==> config.mk <==
export PLATFORM = sky130hd
export DESIGN_NAME = locked_sequence_task_queues_unit
export DESIGN_NICKNAME = d
export VERILOG_FILES = /design/src/design/lstq_pkg.sv /design/src/design/locked_sequence_task_queues_unit.sv /design/src/design/lstq_ram.sv
export VERILOG_INCLUDE_DIRS = /design/src /design/src/design
export SDC_FILE = /design/constraint.sdc
export NUM_CORES = 1
export LEC_CHECK = 0
export BUFFER_PORTS_ARGS = -buffer_cell sky130_fd_sc_hd__buf_2
export CAP_MARGIN = 25
export CELL_PAD_IN_SITES_DETAIL_PLACEMENT = 0
export CELL_PAD_IN_SITES_GLOBAL_PLACEMENT = 1
export CORE_MARGIN = 1
export CORE_UTILIZATION = 50
export CTS_CLUSTER_DIAMETER = 80
export DETAILED_ROUTE_END_ITERATION = 16
export PLACE_DENSITY_LB_ADDON = 0.2
export RECOVER_POWER = 50
export SYNTH_ARGS = -nofsm -noshare
export SYNTH_HDL_FRONTEND = slang
export SYNTH_SLANG_ARGS = --single-unit
==> constraint.sdc <==
create_clock -name clk -period 13.2 [get_ports clk]
set_input_delay 1.32 -clock clk [delete_from_list [all_inputs] [get_ports clk]]
set_output_delay 1.32 -clock clk [all_outputs]
set_load 0.03 [all_outputs]
==> src/design/locked_sequence_task_queues_unit_defines.svh <==
// ----------------------------------------------------------------------------
// Assertion macros for the task queue unit
// Immediate-style wrappers around concurrent assertions, clocked on clk and
// disabled during rst. They expand to nothing when SYNTH is defined.
// ----------------------------------------------------------------------------
`ifndef LOCKED_SEQUENCE_TASK_QUEUES_UNIT_DEFINES_SVH
`define LOCKED_SEQUENCE_TASK_QUEUES_UNIT_DEFINES_SVH

`ifndef SYNTH
// cond holds at every edge
`define LSTQ_ASSERT(lbl, cond, msg) \
  lbl: assert property (@(posedge clk) disable iff (rst) (cond)) else $error(msg);
// ante implies cons in the same cycle
`define LSTQ_ASSERT_IMPL(lbl, ante, cons, msg) \
  lbl: assert property (@(posedge clk) disable iff (rst) (ante) |-> (cons)) else $error(msg);
// ante implies cons in the next cycle
`define LSTQ_ASSERT_NEXT(lbl, ante, cons, msg) \
  lbl: assert property (@(posedge clk) disable iff (rst) (ante) |=> (cons)) else $error(msg);
`else
`define LSTQ_ASSERT(lbl, cond, msg)
`define LSTQ_ASSERT_IMPL(lbl, ante, cons, msg)
`define LSTQ_ASSERT_NEXT(lbl, ante, cons, msg)
`endif

`endif

==> src/design/lstq_pkg.sv <==
// ----------------------------------------------------------------------------
// lstq_pkg
// Operation codes, register indexes and field widths of the task queue unit.
// ----------------------------------------------------------------------------
`default_nettype none

package lstq_pkg;

  localparam int OP_W       = 3;
  localparam int QID_W      = 8;
  localparam int HANDLE_W   = 16;
  localparam int ACTIVE_W   = 3;
  localparam int CAP_REG_W  = 5;
  localparam int CAP_REGS   = 4;
  localparam int CFG_IDX_W  = 3;
  localparam int CFG_DATA_W = 5;
  localparam int IN_DATA_W  = 32;
  localparam int OUT_DATA_W = 24;

  localparam logic [CAP_REG_W-1:0] CAP_RESET    = 5'd16;
  localparam logic [ACTIVE_W-1:0]  ACTIVE_RESET = 3'd1;

  typedef enum logic [OP_W-1:0] {
    OP_ADD    = 3'd0,
    OP_SPACE  = 3'd1,
    OP_READY  = 3'd2,
    OP_TAKE   = 3'd3,
    OP_FINISH = 3'd4
  } op_t;

  typedef enum logic [CFG_IDX_W-1:0] {
    CFG_ENABLED = 3'd0,
    CFG_ACTIVE  = 3'd1,
    CFG_CAP_Q0  = 3'd2,
    CFG_CAP_Q1  = 3'd3,
    CFG_CAP_Q2  = 3'd4,
    CFG_CAP_Q3  = 3'd5
  } cfg_idx_t;

endpackage

`default_nettype wire

==> src/design/locked_sequence_task_queues_unit.sv <==
// ----------------------------------------------------------------------------
// locked_sequence_task_queues_unit
// Bounded FIFO queues of task handles with per-queue capacity and lock bit.
// Queue 0 is unordered; a take on any other queue locks it until finish.
// ----------------------------------------------------------------------------
//  channel  | dir | handshake                      | payload
//  s_axis   | in  | tvalid/tready                  | op, queue_id, task_handle
//  m_axis   | out | tvalid/tready                  | ok, out_handle
//  cfg      | in  | cfg_we (no wait, no read-back) | cfg_index, cfg_wdata
//
// One item per cycle sustained while the output does not stall; each item's result
// goes through the queue state update plus RAM read, then the output register.
// Per-queue head, count and lock live in flops and are updated in the accept
// cycle, so back-to-back items on the same queue see each other.
// rst is synchronous; it resets config, counts, heads and locks, not the RAM.
// A stalled output holds one result and one item in flight, then s_axis_tready
// drops.
// ----------------------------------------------------------------------------
`default_nettype none
`include "locked_sequence_task_queues_unit_defines.svh"

module locked_sequence_task_queues_unit
  import lstq_pkg::*;
#(
  parameter int NUM_QUEUES  = 4,
  parameter int QUEUE_DEPTH = 16
) (
  input  wire logic                  clk,
  input  wire logic                  rst,
  input  wire logic                  s_axis_tvalid,
  output logic                       s_axis_tready,
  // [2:0] operation, [10:3] queue_id, [26:11] task_handle, [31:27] zero
  input  wire logic [IN_DATA_W-1:0]  s_axis_tdata,
  output logic                       m_axis_tvalid,
  input  wire logic                  m_axis_tready,
  // [0] ok, [16:1] out_handle, [23:17] zero
  output logic      [OUT_DATA_W-1:0] m_axis_tdata,
  input  wire logic                  cfg_we,
  input  wire logic [CFG_IDX_W-1:0]  cfg_index,
  input  wire logic [CFG_DATA_W-1:0] cfg_wdata
);

  localparam int QW    = (NUM_QUEUES > 1) ? $clog2(NUM_QUEUES) : 1;
  localparam int HW    = (QUEUE_DEPTH > 1) ? $clog2(QUEUE_DEPTH) : 1;
  localparam int CNT_W = $clog2(QUEUE_DEPTH + 1);
  localparam int CMP_W = (CNT_W > CAP_REG_W) ? CNT_W : CAP_REG_W;
  localparam int SUM_W = CNT_W + 1;
  localparam int TOTAL = NUM_QUEUES * QUEUE_DEPTH;
  localparam int AW    = (TOTAL > 1) ? $clog2(TOTAL) : 1;

  localparam logic [QID_W-1:0] NQ_LIMIT  = QID_W'(NUM_QUEUES);
  localparam logic [CMP_W-1:0] DEPTH_CMP = CMP_W'(QUEUE_DEPTH);
  localparam logic [SUM_W-1:0] DEPTH_SUM = SUM_W'(QUEUE_DEPTH);
  localparam logic [HW:0]      DEPTH_HD  = (HW + 1)'(QUEUE_DEPTH);

  // configuration
  logic                 enabled;
  logic [ACTIVE_W-1:0]  active_queues;
  logic [CAP_REG_W-1:0] cap_reg [CAP_REGS];

  // per-queue state
  logic [HW-1:0]    head   [NUM_QUEUES];
  logic [CNT_W-1:0] count  [NUM_QUEUES];
  logic             locked [NUM_QUEUES];
  logic [CMP_W-1:0] cap_q  [NUM_QUEUES];

  // pipeline
  logic            s1_valid, s1_ok, s1_take;
  logic [QW-1:0]   s1_qi;
  logic            out_valid, out_ok;
  logic [HANDLE_W-1:0] out_handle;
  logic            s1_adv, accept;

  // decode
  op_t             op;
  logic [QID_W-1:0] queue_id;
  logic [HANDLE_W-1:0] task_handle;
  logic [QID_W-1:0] act_ext, act_eff;
  logic            hit;
  logic [QW-1:0]   qi;
  logic [CNT_W-1:0] cnt_sel;
  logic [HW-1:0]   head_sel;
  logic            lock_sel, has_room, nonempty;
  logic            res_ok, do_add, do_take, do_finish;
  logic [SUM_W-1:0] tail_sum;
  logic [HW-1:0]   tail_slot;
  logic [HW:0]     head_inc;
  logic [HW-1:0]   head_next;
  logic [AW-1:0]   ram_addr;
  logic [HANDLE_W-1:0] ram_rdata;

  assign op          = op_t'(s_axis_tdata[2:0]);
  assign queue_id    = s_axis_tdata[10:3];
  assign task_handle = s_axis_tdata[26:11];

  // effective capacity per queue: register where one exists, clamped to depth
  for (genvar gi = 0; gi < NUM_QUEUES; gi++) begin : g_cap
    logic [CMP_W-1:0] cap_raw;
    if (gi < CAP_REGS) begin : g_reg
      assign cap_raw = CMP_W'(cap_reg[gi]);
    end else begin : g_fixed
      assign cap_raw = DEPTH_CMP;
    end
    assign cap_q[gi] = (cap_raw > DEPTH_CMP) ? DEPTH_CMP : cap_raw;
  end

  assign s1_adv        = s1_valid && (!out_valid || m_axis_tready);
  assign s_axis_tready = !s1_valid || s1_adv;
  assign accept        = s_axis_tvalid && s_axis_tready;

  always_comb begin
    act_ext   = QID_W'(active_queues);
    act_eff   = (act_ext > NQ_LIMIT) ? NQ_LIMIT : act_ext;
    hit       = enabled && (queue_id < act_eff);
    qi        = queue_id[QW-1:0];
    cnt_sel   = count[qi];
    head_sel  = head[qi];
    lock_sel  = locked[qi];
    has_room  = CMP_W'(cnt_sel) < cap_q[qi];
    nonempty  = cnt_sel != '0;

    // ring wrap for a depth that need not be a power of two
    tail_sum  = SUM_W'(head_sel) + SUM_W'(cnt_sel);
    if (tail_sum >= DEPTH_SUM) begin
      tail_sum = tail_sum - DEPTH_SUM;
    end
    tail_slot = tail_sum[HW-1:0];
    head_inc  = (HW + 1)'(head_sel) + (HW + 1)'(1);
    head_next = (head_inc == DEPTH_HD) ? '0 : head_inc[HW-1:0];

    res_ok    = 1'b0;
    do_add    = 1'b0;
    do_take   = 1'b0;
    do_finish = 1'b0;
    if (hit) begin
      case (op)
        OP_ADD: begin
          res_ok = has_room;
          do_add = has_room;
        end
        OP_SPACE: res_ok = has_room;
        OP_READY: res_ok = !lock_sel && nonempty;
        OP_TAKE: begin
          res_ok  = !lock_sel && nonempty;
          do_take = !lock_sel && nonempty;
        end
        OP_FINISH: begin
          res_ok    = 1'b1;
          do_finish = 1'b1;
        end
        default: res_ok = 1'b0;
      endcase
    end

    ram_addr = AW'(qi) * AW'(QUEUE_DEPTH) + AW'(do_take ? head_sel : tail_slot);
  end

  lstq_ram #(
    .WIDTH (HANDLE_W),
    .DEPTH (TOTAL)
  ) u_store (
    .clk   (clk),
    .we    (accept && do_add),
    .re    (accept && do_take),
    .addr  (ram_addr),
    .wdata (task_handle),
    .rdata (ram_rdata)
  );

  // control state and configuration
  always_ff @(posedge clk) begin
    if (rst) begin
      enabled       <= 1'b0;
      active_queues <= ACTIVE_RESET;
      for (int i = 0; i < CAP_REGS; i++) begin
        cap_reg[i] <= CAP_RESET;
      end
      for (int i = 0; i < NUM_QUEUES; i++) begin
        head[i]   <= '0;
        count[i]  <= '0;
        locked[i] <= 1'b0;
      end
      s1_valid  <= 1'b0;
      out_valid <= 1'b0;
    end else begin
      if (cfg_we) begin
        case (cfg_idx_t'(cfg_index))
          CFG_ENABLED: enabled       <= cfg_wdata[0];
          CFG_ACTIVE:  active_queues <= cfg_wdata[ACTIVE_W-1:0];
          CFG_CAP_Q0:  cap_reg[0]    <= cfg_wdata;
          CFG_CAP_Q1:  cap_reg[1]    <= cfg_wdata;
          CFG_CAP_Q2:  cap_reg[2]    <= cfg_wdata;
          CFG_CAP_Q3:  cap_reg[3]    <= cfg_wdata;
          default: ;
        endcase
      end

      if (accept) begin
        if (do_add) begin
          count[qi] <= cnt_sel + CNT_W'(1);
        end
        if (do_take) begin
          count[qi] <= cnt_sel - CNT_W'(1);
          head[qi]  <= head_next;
          if (qi != '0) begin
            locked[qi] <= 1'b1;
          end
        end
        if (do_finish) begin
          locked[qi] <= 1'b0;
        end
      end

      if (accept) begin
        s1_valid <= 1'b1;
      end else if (s1_adv) begin
        s1_valid <= 1'b0;
      end

      if (s1_adv) begin
        out_valid <= 1'b1;
      end else if (m_axis_tready) begin
        out_valid <= 1'b0;
      end
    end
  end

  // payload
  always_ff @(posedge clk) begin
    if (accept) begin
      s1_ok   <= res_ok;
      s1_take <= do_take;
      s1_qi   <= qi;
    end
    if (s1_adv) begin
      out_ok     <= s1_ok;
      out_handle <= s1_take ? ram_rdata : '0;
    end
  end

  assign m_axis_tvalid = out_valid;
  assign m_axis_tdata  = {(OUT_DATA_W - HANDLE_W - 1)'(0), out_handle, out_ok};

  `LSTQ_ASSERT(a_q0_never_locked, !locked[0], "unordered queue got locked")
  `LSTQ_ASSERT_IMPL(a_fail_no_handle, out_valid && !out_ok, out_handle == '0, "handle on fail")
  `LSTQ_ASSERT_IMPL(a_take_locks, s1_valid && s1_take && (s1_qi != '0), locked[s1_qi], "take did not lock")
  `LSTQ_ASSERT_NEXT(a_finish_unlocks, accept && do_finish, !locked[$past(qi)], "finish did not unlock")

  for (genvar gq = 0; gq < NUM_QUEUES; gq++) begin : g_chk
    `LSTQ_ASSERT(a_count_bound, count[gq] <= CNT_W'(QUEUE_DEPTH), "queue count over depth")
  end

endmodule

`default_nettype wire

==> src/design/lstq_ram.sv <==
// ----------------------------------------------------------------------------
// lstq_ram
// Generic single-port RAM with registered read data.
// ----------------------------------------------------------------------------
`default_nettype none

module lstq_ram #(
  parameter int WIDTH = 16,
  parameter int DEPTH = 64,
  localparam int AW = (DEPTH > 1) ? $clog2(DEPTH) : 1
) (
  input  wire logic             clk,
  input  wire logic             we,
  input  wire logic             re,
  input  wire logic [AW-1:0]    addr,
  input  wire logic [WIDTH-1:0] wdata,
  output logic      [WIDTH-1:0] rdata
);

  logic [WIDTH-1:0] mem [DEPTH];

  always_ff @(posedge clk) begin
    if (we) begin
      mem[addr] <= wdata;
    end
    if (re) begin
      rdata <= mem[addr];
    end
  end

endmodule

`default_nettype wire

==> metrics.yaml <==
hold_viol_final: 0
clkSlewWorstSetupHoldPaths_ns: 0.06
worstPathArrival_ns: 8.03
ys_ff_latch: 1125
largest_register_ffs: 1024
via_per_inst: 5.91
grt_pass1_vias: 24700
power_density_nw_per_um2: 162
critPathKind: "in -> reg"
boundaryPins: 71
r2r_start: "count[3][0]"
drtIter0Drc: 2587
dp_slack_ns: 5.59
core_um2: 88400
antenna_found_initial: 8
clock-sinks: 1125
clockBufferDepth: 3
setup_violations: 0
dr.pass1.iters: 6
mostFrequentLayoutCells: "edfxtp_1, nand2_1, mux2i_1"
cts_tree: "done"
syn_inst: 2906
grt_max_degree: 111
use_met3: 0.0522
nFillCells: 6898
worst-slew-pin-transition_ns: 3.55
die_w_um: 300
synth.area.top_cells: "edfxtp_1, mux2i_1, nand2_1"
clk_latency_ns: 0.69
final_common_cell: "edfxtp_1"
yosysUniqueCellTypes: 53
drive_above_1_share: 0.0990
initial_core_util: 0.504
cts-hold-fix-buffers: 0
startpoint: "s_axis_tdata[4]"
gp_congestion: 0.824
critPathLaunchType: "input port"
peakVddDrop_v: 0.000107
fin_crit_ns: 7.59
top_usage_layer: "met2"
violations: "max-capacitance violations, max-slew violations"
synth_area_um2: 44500
maxCapViolCount: 18
maxSlewViolCount: 1005
min_period_over_period: 0.575
ys_warn_count: 0
hold_class: "reg -> reg"
met1_usage: 0.346
postCtsSetupRepairBufs: 0
grtUsageMet2: 0.385
wl_per_cell_um: 26.0
min_from: "active_queues[1]"
seq_power_share: 0.490
area_delta_synth_final_pct: 12.0
power.switching_uw: 1990
power.share.switching: 0.247
multi_input_area_um2: 9890
relSlewSlack: -1.37
synth_seq_area_share: 0.757
dr_total_vias: 25200
status: "finished, violations left"
grt_usage: 0.246
htreeDepth: 3
place_inst: 4060
p_leak_uw: 0.0172
die_y_um: 300
portBuffers: 58
antenna_left: 0
routed_wl_mm: 111
clock_power_share: 0.392
fmax_mhz: 132
post_cts_resized: 0
hpwl_mm: 62.0
synth_edf_count: 1119
grt_setup_unrepaired: "false"
nets: 3073
dieArea_um2: 90300
async_flop_share: 0
row_count: 109
root_buffer: "clkbuf_16"
grt_overflow: 0
regArea_um2: 33700
diodes: 0
combinationalPowerShare: 0.119
synthFlopType: "edfxtp_1"
intPower_uw: 6090
fin_cells: 4265
end_kind: "flop"
grt_first_pass_wirelength_mm: 162
synth_top_area_share: 0.754
fin_skew_ns: 0.0402
drcViolationCount: 0
cts_made_buffers: 112
path_max_fanout: 53
avgSynthCellArea_um2: 15.3
required_ns: 13.63
yosys.area.top_type: "edfxtp_1"
fin_setup_tns_ns: 0
fin_ws_ns: 5.61
==> synth_stat cells, types with 6 or more instances <==
library cell / n
a21o_1: 9
a21oi_1: 203
and2_1: 35
buf_1: 13
buf_2: 84
buf_4: 19
buf_6: 14
clkbuf_1: 52
dfxtp_1: 6
edfxtp_1: 1119
ha_1: 13
inv_1: 18
mux2i_1: 320
mux4_2: 11
nand2_1: 426
nand2b_1: 13
nand4_1: 17
nor2_1: 106
nor2b_1: 7
nor3_1: 15
nor3b_1: 9
nor4_1: 51
o21ai_0: 82
o21ai_1: 7
o21bai_1: 8
o22ai_1: 180
or3_1: 24
xnor2_1: 7
==> power groups by stage <==
| stage | registers, uW | logic, uW | clock network [uW] |
|---|---|---|---|
| after floorplan | 4030 | 608 | 0 |
| after global placement | 4020 | 944 | 0 |
| after detailed placement | 4020 | 960 | 0 |
| after CTS | 3950 | 963 | 3210 |
| after global routing | 3960 | 1030 | 3350 |
| final | 3960 | 961 | 3160 |
==> critical path: stages <==
cell and delay (ns):
clkbuf_1 1.19, mux4_2 0.59, nor3_1 0.30, a2111o_1 0.46
mux2i_4 0.43, buf_4 0.67, buf_4 0.76, mux2i_1 0.27
o22ai_1 0.10, o21ai_0 0.64, nand4_1 0.65, or3_1 0.50
==> metrics by stage <==
step / cell area [um2] / power (uW) / utilization / hold slack, ns
global placement: 46200 / 4970 / 0.523 / 0.473
global route: 49900 / 8330 / 0.565 / 0.513
detailed placement: 46400 / 4990 / 0.525 / 0.494
floorplan: 44600 / 4640 / - / 0.400
finish: 49900 / 8080 / 0.565 / 0.504
CTS: 50000 / 8120 / 0.566 / 0.511
==> final timing paths <==
path / to / slack, ns / cells after the start
max: u_store.rdata[15] / 5.61 / 12
min: active_queues[1] / 0.50 / 2
max reg2reg: u_store.rdata[15] / 7.05 / 11
min reg2reg: active_queues[1] / 0.50 / 2
==> cell type report <==
class,count,share of cell area
Inverter,18,0.00135
Clock buffer,130,0.0579
Sequential cell,1125,0.676
Timing Repair Buffer,168,0.0223
Multi-Input combinational cell,1588,0.198
Tap cell,1165,0.0292
Clock inverter,71,0.0152
==> metal layers <==
metal | vias to the layer above | wire length (um)
li1 | 11300 | -
met1 | 12800 | 46700
met2 | 953 | 51300
met3 | 165 | 9620
met4 | 4 | 3260
met5 | - | 21
==> cells by family after synthesis <==
family | Yosys count | synth area share
AO/OA/AOI/OAI | 507 | 0.0645
buffers and inverters | 200 | 0.0232
flip-flops | 1125 | 0.757
multiplexers | 332 | 0.0778
AND/OR/NAND/NOR | 715 | 0.0708
other | 1 | 0.0000842
adder cells (fa/ha/maj) | 15 | 0.00455
XOR/XNOR | 11 | 0.00216
Note: power is estimated with default switching activity, not from simulation.
